File: src/rtl/core/multi_source_audio_fifo_mixer_macros.svh
// assertion macros for the multi-source audio fifo mixer
// used by rtl/core modules that carry concurrent checks; no other dependencies
`ifndef MULTI_SOURCE_AUDIO_FIFO_MIXER_MACROS_SVH
`define MULTI_SOURCE_AUDIO_FIFO_MIXER_MACROS_SVH
`ifndef SYNTHESIS
// plain property, checked on every clock edge out of reset
`define MSAFM_ASSERT(lbl, clk, rst_n, prop) \
	lbl: assert property (@(posedge clk) disable iff (!rst_n) (prop)) \
		else $error("msafm check failed");
// same-cycle implication
`define MSAFM_ASSERT_IMPL(lbl, clk, rst_n, ante, cons) \
	lbl: assert property (@(posedge clk) disable iff (!rst_n) (ante) |-> (cons)) \
		else $error("msafm check failed");
// next-cycle implication
`define MSAFM_ASSERT_NEXT(lbl, clk, rst_n, ante, cons) \
	lbl: assert property (@(posedge clk) disable iff (!rst_n) (ante) |=> (cons)) \
		else $error("msafm check failed");
`else
`define MSAFM_ASSERT(lbl, clk, rst_n, prop)
`define MSAFM_ASSERT_IMPL(lbl, clk, rst_n, ante, cons)
`define MSAFM_ASSERT_NEXT(lbl, clk, rst_n, ante, cons)
`endif
`endif

File: src/rtl/core/msafm_pkg.sv
// shared types and constants of the multi-source audio fifo mixer
// no dependencies; used by every module in rtl/core
package msafm_pkg;

	localparam int SAMPLE_W    = 16;
	localparam int FRAME_W     = 2 * SAMPLE_W;
	localparam int QUEUE_DEPTH = 4;
	localparam int QPTR_W      = 2;
	localparam int QCNT_W      = 3;
	localparam int CFG_IDX_W   = 2;
	localparam int CFG_DATA_W  = 2;

	// command kinds carried in tuser bit 0
	localparam logic CMD_WRITE = 1'b0;
	localparam logic CMD_PULL  = 1'b1;

	// channel count code meaning mono, every other code is stereo
	localparam logic [1:0] CH_MONO = 2'd1;

	// configuration register indexes
	localparam logic [CFG_IDX_W-1:0] REG_HP_CHANNELS  = 2'd0;
	localparam logic [CFG_IDX_W-1:0] REG_MIC_CHANNELS = 2'd1;
	localparam logic [CFG_IDX_W-1:0] REG_AUDIO_ENABLE = 2'd2;
	localparam logic [CFG_IDX_W-1:0] REG_MIC_ENABLE   = 2'd3;

	typedef struct packed {
		logic [1:0] hp_channels;
		logic [1:0] mic_channels;
		logic       audio_enable;
		logic       mic_enable;
	} cfg_t;

	// one classified input item
	typedef struct packed {
		logic                is_pull;
		logic                src;
		logic [SAMPLE_W-1:0] right;
		logic [SAMPLE_W-1:0] left;
	} cmd_item_t;

	typedef enum logic [1:0] {
		ST_IDLE,
		ST_READ,
		ST_SUM
	} eng_state_t;

endpackage

File: src/rtl/core/msafm_cmd_queue.sv
// front end: accepts stream items, decodes them and queues them for the engine
// uses msafm_pkg for the item type and command codes
module msafm_cmd_queue (
	input  logic                   clk,
	input  logic                   arst_n,
	input  logic                   in_valid,
	output logic                   in_ready,
	input  logic [31:0]            in_data,
	input  logic [1:0]             in_user,
	output logic                   out_valid,
	output msafm_pkg::cmd_item_t   out_item,
	input  logic                   out_pop
);

	msafm_pkg::cmd_item_t                 q_mem_q [msafm_pkg::QUEUE_DEPTH];
	logic [msafm_pkg::QPTR_W-1:0]         wr_ptr_q;
	logic [msafm_pkg::QPTR_W-1:0]         rd_ptr_q;
	logic [msafm_pkg::QCNT_W-1:0]         count_q;
	msafm_pkg::cmd_item_t                 dec_item;
	logic                                 push;
	logic                                 pop;

	// decode the incoming item
	always_comb begin
		dec_item.is_pull = (in_user[0] == msafm_pkg::CMD_PULL);
		dec_item.src     = in_user[1];
		dec_item.left    = in_data[msafm_pkg::SAMPLE_W-1:0];
		dec_item.right   = in_data[msafm_pkg::FRAME_W-1:msafm_pkg::SAMPLE_W];
	end

	assign in_ready  = (count_q != msafm_pkg::QCNT_W'(msafm_pkg::QUEUE_DEPTH));
	assign out_valid = (count_q != '0);
	assign out_item  = q_mem_q[rd_ptr_q];
	assign push      = in_valid && in_ready;
	assign pop       = out_pop && out_valid;

	// queue storage
	always_ff @(posedge clk) begin
		if (push) begin
			q_mem_q[wr_ptr_q] <= dec_item;
		end
	end

	// queue pointers and occupancy
	always_ff @(posedge clk or negedge arst_n) begin
		if (!arst_n) begin
			wr_ptr_q <= '0;
			rd_ptr_q <= '0;
			count_q  <= '0;
		end else begin
			if (push) begin
				wr_ptr_q <= wr_ptr_q + 1'b1;
			end
			if (pop) begin
				rd_ptr_q <= rd_ptr_q + 1'b1;
			end
			if (push && !pop) begin
				count_q <= count_q + 1'b1;
			end else if (pop && !push) begin
				count_q <= count_q - 1'b1;
			end
		end
	end

endmodule

File: config.mk
export PLATFORM = sky130hd
export DESIGN_NAME = msafm_cmd_queue
export DESIGN_NICKNAME = d
export VERILOG_FILES = /design/src/rtl/core/multi_source_audio_fifo_mixer_macros.svh /design/src/rtl/core/msafm_pkg.sv /design/src/rtl/core/msafm_cmd_queue.sv
export SDC_FILE = /design/constraint.sdc
export NUM_CORES = 1
export LEC_CHECK = 0
export BUFFER_PORTS_ARGS = -buffer_cell sky130_fd_sc_hd__buf_2
export CAP_MARGIN = 15
export CORE_UTILIZATION = 60
export DETAILED_ROUTE_END_ITERATION = 6
export GPL_ROUTABILITY_DRIVEN = 1
export PLACE_DENSITY = 0.9
export SETUP_SLACK_MARGIN = 0.15
export SYNTH_ARGS = -nofsm -noshare
export SYNTH_HDL_FRONTEND = slang
export SYNTH_SLANG_ARGS = --single-unit
export TNS_END_PERCENT = 50
File: constraint.sdc
create_clock -name clk -period 4.25 [get_ports clk]
set_input_delay 1.0625 -clock clk [delete_from_list [all_inputs] [get_ports clk]]
set_output_delay 1.0625 -clock clk [all_outputs]
set_load 0.1 [all_outputs]
[Word-level counts from Yosys, hierarchy flattened]
Memory sizes are Yosys's and may differ from the RTL's.
Index checks and enable logic that the tools add are counted.
Storage, ports and cells
  flip-flop bits (word level): 7
  latch bits: 0
  memory bits (writable): 136
  bits in read-only memories: 0
  bits of input ports: 38
  output and inout port bits: 36
  memories kept: 1
Memories
  q_mem_q: words 4, width 34, rd ports 1, clocked after memory_dff 0, write ports 1, RTL line msafm_cmd_queue.sv:15  | msafm_pkg::cmd_item_t q_mem_q [msafm_pkg::QUEUE_DEPTH];
Operators by class
  add/subtract/negate cells: 4
  multiply operators: 0
  divide/modulo/power cells: 0
  order comparisons: 0
  equal/unequal tests: 1
  shift operators: 0
  multiplexer cells: 4
  bitwise operators: 0
  reduce and logical (&&, ||, !) cells: 8
Operators with widths (count)
  $mux W3: 2
  $add A2 B1 Y2 const B: 2
  $logic_and A1 B1 Y1: 4
  $add A3 B1 Y3 const B: 1
  $ne A3 B3 Y1 const B: 1
  $reduce_bool A3 Y1: 1
  $sub A3 B1 Y3 const B: 1
  $logic_not A1 Y1: 2
  $mux W1: 2
  $reduce_bool A2 Y1: 1

[Longest topological paths before layout]
Gate-level depths: netlist of the first run.
  word-level depth: 6
  mapped depth: 8
  gate-level depth less buffers: 8

[Worst setup path after synthesis of the first run]
Ideal clock, no wire load.
  kind: input-to-reg
  start point: input in_valid
  end point: memory q_mem_q[0][0] (netlist name), enable pin
  library setup time: 0.394 ns
  data arrival time: 2.201 ns
  required time: 3.856 ns
  path slack: 1.655 ns
  cell stages on the path: 2
  buffers on the path: 0
  cells stage by stage: a21boi_2 -> and2_1
Between the ends
  cells in the longest elaborated chain, start to end: 3
Ends and longest elaborated chain
  from (decl): RTL line msafm_cmd_queue.sv:6  | input logic in_valid,
  $logic_and A1 B1 Y1: RTL line msafm_cmd_queue.sv:34  | assign push = in_valid && in_ready;
  $mux W1: RTL line msafm_cmd_queue.sv:39  | if (push) begin
  $mux W1 (implied by the code): RTL line msafm_cmd_queue.sv:40  | q_mem_q[wr_ptr_q] <= dec_item;
  to (decl): RTL line msafm_cmd_queue.sv:15
No other way between the ends.

==> results of run 1 <==
[critical path, delay by kind of cell, from the launching register on]
kind                   cells  cell delay [ns]
multiplexers               1             0.58
buffers and inverters      2             0.59
flip-flops                 1             0.72
[layer usage]
| layer | wire (µm) | GRT usage | up-vias |
|---|---|---|---|
| met5 | 0 | 0 | - |
| li1 | - | - | 1078 |
| met3 | 402 | 0.0715 | 11 |
| met2 | 4720 | 0.355 | 66 |
| met1 | 3480 | 0.247 | 1264 |
| met4 | 97 | 0.0597 | 0 |
[path summary, 6_finish.rpt]
path,start,end,slack [ns],cells past startpoint
worst min register to register,count_q[0],count_q[0],0.57,1
worst min-delay path,arst_n,count_q[1],0.38,1
max in group asynchronous,arst_n,rd_ptr_q[0],3.70,1
worst max-delay path,rd_ptr_q[0],out_item[32],0.77,3
worst max register to register,count_q[1],count_q[2],2.07,8
min in group clk,count_q[0],count_q[0],0.57,1
[kinds of logic (layout without fill, tap and decap cells)]
logic type               after synthesis  after routing
adder cells (fa/ha/maj)                6              6
multiplexers                          36             36
flip-flops                           143            143
XOR/XNOR                               6              6
AND/OR/NAND/NOR                       10             10
AO/OA/AOI/OAI                          1              1
buffers and inverters                 11            109
[cell type report]
type                            instances  area [µm²]  share of cell area
Sequential cell                       143        4260               0.668
Clock inverter                         15         160              0.0251
Tap cell                              108         135              0.0212
Timing Repair Buffer                   74         385              0.0604
Inverter                                3        11.3             0.00176
Multi-Input combinational cell         59        1010               0.159
Clock buffer                           17         414              0.0649
[layout by cell type, fill, tap and decap left out, types with 3 or more instances in the layout]
cell	count
dfrtp_1	5
clkinv_4	3
ha_1	5
mux4_2	28
inv_1	3
inv_6	4
clkbuf_16	16
xnor2_1	4
and2_2	4
buf_2	73
mux4_1	6
clkinvlp_4	4
edfxtp_1	136
[registers in the layout, indices dropped and copies added (netlist names)]
| name | flops |
|---|---|
| count_q | 3 |
| wr_ptr_q | 2 |
| rd_ptr_q | 2 |
| q_mem_q | 136 |
[metrics by stage]
stage          hold WS [ns]   util
4_1_cts               0.361  0.735
6_report              0.377  0.735
5_1_grt               0.364  0.735
3_5_place_dp          0.554  0.669
2_1_floorplan         0.493      -
3_3_place_gp          0.520  0.669
==> flow_metrics.env, run 1 <==
export IMPL_syn_cell_area_um2=5370
export IMPL_setup_violations=0
export IMPL_ioPinCount=74
export IMPL_drive_gt1_frac=0.457
export IMPL_synth_fa_ha_area_frac=0.0154
export IMPL_rsz0062_at_grt="no"
export IMPL_synth_edf_count=136
export IMPL_syn_avg_cell_area_um2=25.2
export IMPL_grt_ovfl_total=0
export IMPL_tightest_slew_ns=0.936
export IMPL_max_slew_margin_rel=0.376
export IMPL_row_count=34
export IMPL_place_congestion=0.696
export IMPL_ys_async_sr_fraction=0.0490
export IMPL_post_dp_cell_area_um2=5810
export IMPL_io_buffers=73
export IMPL_dieArea_um2=9330
export IMPL_htree_levels=4
export IMPL_worst_slack_ns=0.774
export IMPL_antenna_found_initial=0
export IMPL_period_needed_ns=3.48
export IMPL_cap_violations=0
export IMPL_synth_common_cells="edfxtp_1 (136), mux4_2 (28), dfrtp_1 (7)"
export IMPL_fillers=511
export IMPL_outcome="finished clean"
export IMPL_ant_nets=0
export IMPL_post_cts_resized=0
export IMPL_hold_viol_final=0
export IMPL_grt_max_degree=36
export IMPL_cts_inserted_buffers=17
export IMPL_yosysWarnings=0
export IMPL_vias_per_cell=5.77
export IMPL_dieWidth_um=96.6
export IMPL_cts_hold_buf=0
export IMPL_crit_fanout=21
export IMPL_start_kind="flip-flop"
export IMPL_finalSetupTns_ns=0
export IMPL_synth_top_family_by_area="multiplexers"
export IMPL_cts_tree="yes"
export IMPL_num_vias=2419
export IMPL_cts_buffer_depth=2
export IMPL_gr_usage_all_layers=0.206
export IMPL_slowest_delay_ns=0.72
export IMPL_start_util=0.619
export IMPL_path_cells="buf_12 > mux4_1 > buf_2"
export IMPL_synth_simple_area_share=0.00955
export IMPL_area_delta_synth_final_pct=18.8
export IMPL_layout_worst_path_cycle_share=0.818
export IMPL_slew_viol_final=0
export IMPL_synth_compound_area_frac=0.00210
export IMPL_seq_area_frac_synth=0.793
export IMPL_max_freq_mhz=288
export IMPL_min_path_type="in -> async"
export IMPL_grt_pass1_wl_um=13800
export IMPL_hpwl_um=4890
export IMPL_totalWireLength_um=8690
export IMPL_dpl_cell_count=387
export IMPL_synth_seq_cells=143
export IMPL_synth_distinct_cells=19
export IMPL_layout_cells_non_filler=419
export IMPL_endpoint_kind="primary output"
export IMPL_design_area_um2=6380
export IMPL_drtIter0Drc=83
export IMPL_syn_inst=213
export IMPL_drc=0
export IMPL_fp_dieH_um=96.6
export IMPL_routedWlPerCell_um=20.7
export IMPL_preCtsSetupSlack_ns=1.24
export IMPL_cts_clk_slew_worst_paths_ns=0.06
export IMPL_synth_most_common_cell="edfxtp_1"
export IMPL_skew_ns=0.00817
export IMPL_yosys_top_cells_area="edfxtp_1 (76%), mux4_2 (12%), dfrtp_1 (3.3%), mux4_1 (2.9%), ha_1 (1.2%)"
export IMPL_synth_top_area_frac=0.760
export IMPL_nNetsFinal=342
export IMPL_root_buffer="clkbuf_8"
export IMPL_coreArea_um2=8680
export IMPL_grt_pass1_vias=2606
export IMPL_cts_sinks=143
export IMPL_num_antenna_cells=0
export IMPL_post_cts_buffers=0
export IMPL_yosysTopAreaCell="edfxtp_1"
export IMPL_cp_slowest_cell="dfrtp_2"
export IMPL_syn_num_nets=257
export IMPL_firstDrtPassIters=4
export IMPL_synth_area_mux_share=0.151
export IMPL_clkLatencyLatePin_ns=0.51
export IMPL_synthXorXnorAreaFrac=0.00979
export IMPL_ys_flop_type="edfxtp_1"
export IMPL_path_class="reg -> out"
export IMPL_crit_arrival_ns=2.41
export IMPL_crit_required_ns=3.19
Power of run 1 is left out: the tool's default activity adds up to more than one toggle a clock period on the data nets, which glitch-free logic cannot reach.
==> run 2, diff against run 1 <==
--- a/config.mk
+++ b/config.mk
@@ -5,12 +5,13 @@
 export SDC_FILE = /design/constraint.sdc
 export NUM_CORES = 1
 export LEC_CHECK = 0
+export ABC_AREA = 1
 export BUFFER_PORTS_ARGS = -buffer_cell sky130_fd_sc_hd__buf_2
 export CAP_MARGIN = 15
-export CORE_UTILIZATION = 60
+export CORE_UTILIZATION = 57
 export DETAILED_ROUTE_END_ITERATION = 6
 export GPL_ROUTABILITY_DRIVEN = 1
-export PLACE_DENSITY = 0.9
+export PLACE_DENSITY = 0.86
 export SETUP_SLACK_MARGIN = 0.15
 export SYNTH_ARGS = -nofsm -noshare
 export SYNTH_HDL_FRONTEND = slang
==> constraint.sdc (replaced) <==
create_clock -name clk -period 3.3 [get_ports clk]
set_input_delay 0.825 -clock clk [delete_from_list [all_inputs] [get_ports clk]]
set_output_delay 0.825 -clock clk [all_outputs]
set_load 0.1 [all_outputs]
==> run 2 against run 1 <==
Die area up 16%. Non-clock buffer count is 7 higher. Clock skew fell by 0.0026 ns. Cell area up 9.3%. Cell count rose by 63%. Worst setup slack worse by 0.55 ns. Hold slack worse by 0.24 ns. Largest cell class unchanged.
==> flow_metrics.env, run 2 <==
export IMPL_outcome="finished clean"
export IMPL_drtIter0Drc=269
export IMPL_synth_seq_cells=143
export IMPL_nNetsFinal=578
export IMPL_row_count=36
export IMPL_syn_avg_cell_area_um2=13.0
export IMPL_syn_cell_area_um2=5920
export IMPL_start_kind="flip-flop"
export IMPL_final_common_cell="edfxtp_1"
export IMPL_slew_viol_final=0
export IMPL_layout_worst_path_cycle_share=0.931
export IMPL_synth_edf_count=136
export IMPL_crit_buf_inv=3
export IMPL_seq_area_frac_synth=0.720
export IMPL_met3_usage=0.0802
export IMPL_totalWireLength_um=11300
export IMPL_path_cells="inv_4 > buf_4 > nand2_1 > o211ai_1 > nand2_1 > clkbuf_4"
export IMPL_num_vias=3603
export IMPL_antenna_found_initial=0
export IMPL_reg_largest_list="q_mem_q: 136 flops, count_q: 3 flops"
export IMPL_min_path_type="in -> async"
export IMPL_largest_register="q_mem_q"
export IMPL_grt_busiest_layer="met2"
export IMPL_skew_ns=0.00559
export IMPL_grt_pass1_wl_um=18300
export IMPL_yosysWarnings=0
export IMPL_path_class="reg -> out"
export IMPL_crit_required_ns=2.47
export IMPL_drc=0
export IMPL_synth_top_area_frac=0.690
export IMPL_cts_hold_buf=0
export IMPL_routedWlPerCell_um=16.6
export IMPL_grt_pass1_vias=3693
export IMPL_dieArea_um2=10800
export IMPL_cap_violations=0
export IMPL_rsz0062_at_grt="yes"
export IMPL_post_cts_buffers=0
export IMPL_vias_per_cell=5.29
export IMPL_ys_flop_type="edfxtp_1"
export IMPL_drive_gt1_frac=0.216
export IMPL_yosysTopAreaCell="edfxtp_1"
export IMPL_grt_use_met1=0.261
export IMPL_grt_ovfl_total=0
export IMPL_crit_fanout=36
export IMPL_final_cell_mix="edfxtp_1 (136), nand2_1 (119), inv_1 (82)"
export IMPL_crit_arrival_ns=2.25
export IMPL_slowest_delay_ns=0.41
export IMPL_cts_sinks=143
export IMPL_endpoint_kind="primary output"
export IMPL_grt_max_degree=74
export IMPL_root_buffer="clkbuf_8"
export IMPL_max_slew_margin_rel=0.540
export IMPL_tightest_slew_ns=0.690
export IMPL_synth_most_common_cell="edfxtp_1"
export IMPL_firstDrtPassIters=5
export IMPL_syn_num_nets=500
export IMPL_synth_common_cells="edfxtp_1 (136), nand2_1 (119), inv_1 (82)"
export IMPL_clkLatencyLatePin_ns=0.53
export IMPL_htree_levels=4
export IMPL_start_util=0.597
export IMPL_grt_util_met2=0.390
export IMPL_setup_violations=0
export IMPL_fillers=615
export IMPL_critical_path_top_delay_family="buffers and inverters"
export IMPL_design_area_um2=6980
export IMPL_hold_viol_final=0
export IMPL_largest_register_ffs=136
export IMPL_cts_clk_slew_worst_paths_ns=0.06
export IMPL_ys_async_sr_fraction=0.0490
export IMPL_synth_distinct_cells=17
export IMPL_ant_nets=0
export IMPL_cts_buffer_depth=2
export IMPL_post_dp_cell_area_um2=6320
export IMPL_period_needed_ns=3.07
export IMPL_fp_dieH_um=104
export IMPL_ioPinCount=74
export IMPL_syn_inst=456
export IMPL_yosys_top_cells_area="edfxtp_1 (69%), o211ai_1 (8.6%), nand2_1 (7.5%), inv_1 (5.2%), dfrtp_1 (3.0%)"
export IMPL_critPathMostFrequentCell="nand2_1"
export IMPL_gr_usage_all_layers=0.228
export IMPL_coreArea_um2=9910
export IMPL_cts_inserted_buffers=17
export IMPL_max_freq_mhz=325
export IMPL_cts_tree="yes"
export IMPL_area_delta_synth_final_pct=17.9
export IMPL_cp_slowest_cell="dfrtp_1"
export IMPL_io_buffers=73
export IMPL_place_congestion=0.729
export IMPL_dieWidth_um=104
export IMPL_hpwl_um=6390
run 2: changes by cell type after synthesis, sizes merged, moves of 2 or more:
cell	change
and2	-4
mux2	-2
o211ai	+68
xnor2	-3
buf	+8
nand3	+6
mux4	-34
inv	+81
nand2	+117
nor2	+2
xor2	-2
clkbuf	+6
run 2: layout make-up:
cell class / instances / area (µm²) / share of cell area
clock inverters: 15 / 218 / 0.0312
well taps: 133 / 166 / 0.0239
clock buffers: 17 / 414 / 0.0594
repair buffers: 81 / 458 / 0.0657
multi-input cells: 207 / 1140 / 0.163
inverters: 84 / 318 / 0.0456
flip-flops and latches: 143 / 4260 / 0.611
diodes: 1 / 2.50 / 0.000359
run 2: worst reg2reg max path: cells and delay by family, from the launching register on:
| family | cells | cell delay, ns |
|---|---|---|
| adders and majority gates | 2 | 0.56 |
| buffers and inverters | 3 | 0.29 |
| DFF | 1 | 0.42 |
| and+or+nand+nor | 6 | 0.79 |
run 2: kinds of logic (layout without fill, tap and decap cells):
kind of cell               Yosys count  after routing  synth area share
and+or+nand+nor                    131            131            0.0850
buffers and inverters              106            197            0.0926
adders and majority gates            6              6            0.0140
DFF                                143            143             0.720
AOI/OAI and AO/OA                   69             69            0.0871
xor gates and xnor gates             1              1           0.00148
other                                0              1                 0
run 2: path summary, 6_finish.rpt:
check                       startpoint              to  slack [ns]  cells after the start
min in group clk           in_data[15]  q_mem_q[0][15]        0.50                      1
setup / recovery           rd_ptr_q[0]     out_item[8]        0.23                      6
hold reg to reg             count_q[2]      count_q[2]        0.53                      2
setup reg to reg            count_q[0]      count_q[2]        1.12                     11
hold / removal                  arst_n     wr_ptr_q[1]        0.14                      1
max in group asynchronous       arst_n     rd_ptr_q[0]        2.98                      1
run 2: metrics by stage:
stage / utilization / hold slack [ns] / setup WS [ns] / instances / setup TNS (ns)
floorplan: - / 0.463 / -0.220 / 456 / -29.86
global placement: 0.638 / 0.475 / 0.850 / 648 / 0
detailed placement: 0.638 / 0.510 / 0.779 / 648 / 0
CTS: 0.702 / 0.117 / 0.147 / 680 / 0
global route: 0.704 / 0.129 / 0.110 / 680 / 0
finish: 0.704 / 0.136 / 0.228 / 681 / 0
run 2: timing repair:
| action | CTS | global route |
|---|---|---|
| cloned | 0 | 0 |
| gates resized for setup | 1 | 7 |
| endpoints found under the setup margin | 2 | 15 |
run 2: metal layers:
metal  vias to the layer above  routed length [µm]
met2                       130                5860
met4                         0                 254
li1                       1730                   -
met3                        24                 780
met5                         -                   0
met1                      1719                4420
Power of run 2 is left out for the same reason.
==> run 3, diff against run 2 <==
--- a/config.mk
+++ b/config.mk
@@ -5,13 +5,13 @@
 export SDC_FILE = /design/constraint.sdc
 export NUM_CORES = 1
 export LEC_CHECK = 0
-export ABC_AREA = 1
 export BUFFER_PORTS_ARGS = -buffer_cell sky130_fd_sc_hd__buf_2
 export CAP_MARGIN = 15
-export CORE_UTILIZATION = 57
+export CORE_MARGIN = 3
+export CORE_UTILIZATION = 56
 export DETAILED_ROUTE_END_ITERATION = 6
 export GPL_ROUTABILITY_DRIVEN = 1
-export PLACE_DENSITY = 0.86
+export PLACE_DENSITY = 0.85
 export SETUP_SLACK_MARGIN = 0.15
 export SYNTH_ARGS = -nofsm -noshare
 export SYNTH_HDL_FRONTEND = slang
==> run 3 against run 2 <==
Critical path depth is 3 lower. First-iteration DRC count down 64%. Critical endpoint is now out_item[30]. Core utilization shrank 0.55 points. Fmax rose by 6.0%.
==> flow_metrics.env, run 3 (synthesized netlist as in run 1, its figures left out) <==
export IMPL_min_path_type="in -> async"
export IMPL_final_common_cell="edfxtp_1"
export IMPL_outcome="finished clean"
export IMPL_rsz0062_at_grt="no"
export IMPL_setup_violations=0
export IMPL_drc=0
export IMPL_crit_required_ns=2.47
export IMPL_rr_startpoint="count_q[1]"
export IMPL_reg_largest_list="q_mem_q: 136 flops, count_q: 3 flops"
export IMPL_cap_violations=0
export IMPL_gr_usage_all_layers=0.177
export IMPL_cts_clk_slew_worst_paths_ns=0.06
export IMPL_dieWidth_um=104
export IMPL_fillers=619
export IMPL_crit_fanout=36
export IMPL_layout_worst_path_cycle_share=0.879
export IMPL_max_freq_mhz=345
export IMPL_ioPinCount=74
export IMPL_cp_slowest_cell="mux4_1"
export IMPL_multi_input_area_um2=1010
export IMPL_skew_ns=0.00977
export IMPL_largest_register="q_mem_q"
export IMPL_grt_ovfl_total=0
export IMPL_start_util=0.578
export IMPL_grt_pass1_vias=2600
export IMPL_r2r_end="count_q[2]"
export IMPL_io_buffers=73
export IMPL_path_class="reg -> out"
export IMPL_row_count=35
export IMPL_coreArea_um2=9280
export IMPL_ant_nets=0
export IMPL_grt_pass1_wl_um=14300
export IMPL_hold_viol_final=0
export IMPL_cts_tree="yes"
export IMPL_clkLatencyLatePin_ns=0.50
export IMPL_dieArea_um2=10800
export IMPL_max_slew_margin_rel=0.656
export IMPL_drive_gt1_frac=0.462
export IMPL_slew_viol_final=0
export IMPL_endpoint_kind="primary output"
export IMPL_cts_sinks=143
export IMPL_vias_per_cell=5.48
export IMPL_totalWireLength_um=8790
export IMPL_crit_arrival_ns=2.07
export IMPL_firstDrtPassIters=4
export IMPL_cts_buffer_depth=2
export IMPL_drtIter0Drc=97
export IMPL_hpwl_um=5420
export IMPL_final_cell_mix="edfxtp_1 (136), buf_2 (73), mux4_2 (28)"
export IMPL_cts_inserted_buffers=17
export IMPL_path_cells="buf_12 > mux4_1 > buf_2"
export IMPL_grt_max_degree=37
export IMPL_period_needed_ns=2.90
export IMPL_r2r_cells=8
export IMPL_tightest_slew_ns=0.516
export IMPL_slowest_delay_ns=0.61
export IMPL_ff_latch_area_um2=4260
export IMPL_antenna_found_initial=0
export IMPL_finalSetupTns_ns=0
export IMPL_start_kind="flip-flop"
export IMPL_nNetsFinal=348
export IMPL_area_delta_synth_final_pct=20.7
export IMPL_fp_dieH_um=104
export IMPL_place_congestion=0.699
export IMPL_regToRegSetupSlack_ns=1.19
export IMPL_root_buffer="clkbuf_8"
export IMPL_largest_register_ffs=136
export IMPL_num_vias=2437
export IMPL_htree_levels=4
export IMPL_routedWlPerCell_um=19.7
export IMPL_num_antenna_cells=0
==> run 3: changes by cell type in the layout (fill, tap and decap cells not counted), sizes merged, moves of 3 or more <==
| cell | before | now |
|---|---|---|
| nand3 | 7 | 1 |
| buf | 74 | 80 |
| o211ai | 68 | 0 |
| inv | 85 | 6 |
| xnor2 | 1 | 4 |
| and2 | 0 | 4 |
| clkbuf | 24 | 17 |
| clkinv | 3 | 7 |
| mux4 | 0 | 34 |
| nand2 | 119 | 2 |
| clkinvlp | 6 | 1 |
==> run 3: cell type report <==
cell class | count | area share
multi-input cells | 59 | 0.156
flip-flops and latches | 143 | 0.658
clock buffers | 17 | 0.0639
repair buffers | 80 | 0.0702
clock inverters | 14 | 0.0253
well taps | 129 | 0.0249
inverters | 3 | 0.00174
==> run 3: what timing repair did <==
action / CTS / global route
buffers inserted: 0 / 0
setup endpoints to repair: 0 / 23
hold buffers: 0 / 0
resized for setup: 0 / 1
==> run 3: critical path: cells and delay by family (launching register included) <==
| kind | cells | cell delay (ns) |
|---|---|---|
| buffers and inverters | 2 | 0.59 |
| flip-flops | 1 | 0.37 |
| multiplexers | 1 | 0.61 |
==> run 3: worst max path at each step <==
stage	endpoint	slack [ns]	cells past startpoint	from
floorplan	count_q[2]	0.77	8	count_q[1]
global placement	out_item[1]	0.75	2	rd_ptr_q[1]
detailed placement	out_item[27]	0.72	2	rd_ptr_q[1]
CTS	out_item[27]	0.18	2	rd_ptr_q[1]
global route	out_item[30]	0.30	3	rd_ptr_q[0]
finish	out_item[30]	0.40	3	rd_ptr_q[0]
==> run 3: metrics by stage <==
step | std cells | hold slack (ns) | setup WS (ns) | instance area, µm² | utilization
6_report | 445 | 0.150 | 0.400 | 6480 | 0.698
3_5_place_dp | 414 | 0.537 | 0.721 | 5900 | 0.636
5_1_grt | 445 | 0.133 | 0.295 | 6480 | 0.698
3_3_place_gp | 414 | 0.519 | 0.752 | 5900 | 0.636
2_1_floorplan | 213 | 0.493 | 0.769 | 5370 | -
4_1_cts | 445 | 0.133 | 0.184 | 6480 | 0.698
==> run 3: per-layer routing <==
| metal | vias up | GRT usage | wire, µm |
|---|---|---|---|
| li1 | 1082 | - | - |
| met3 | 9 | 0.0540 | 365 |
| met5 | - | 0 | 0 |
| met1 | 1284 | 0.228 | 3560 |
| met4 | 0 | 0.0522 | 89 |
| met2 | 62 | 0.295 | 4770 |
Power of run 3 is left out for the same reason.
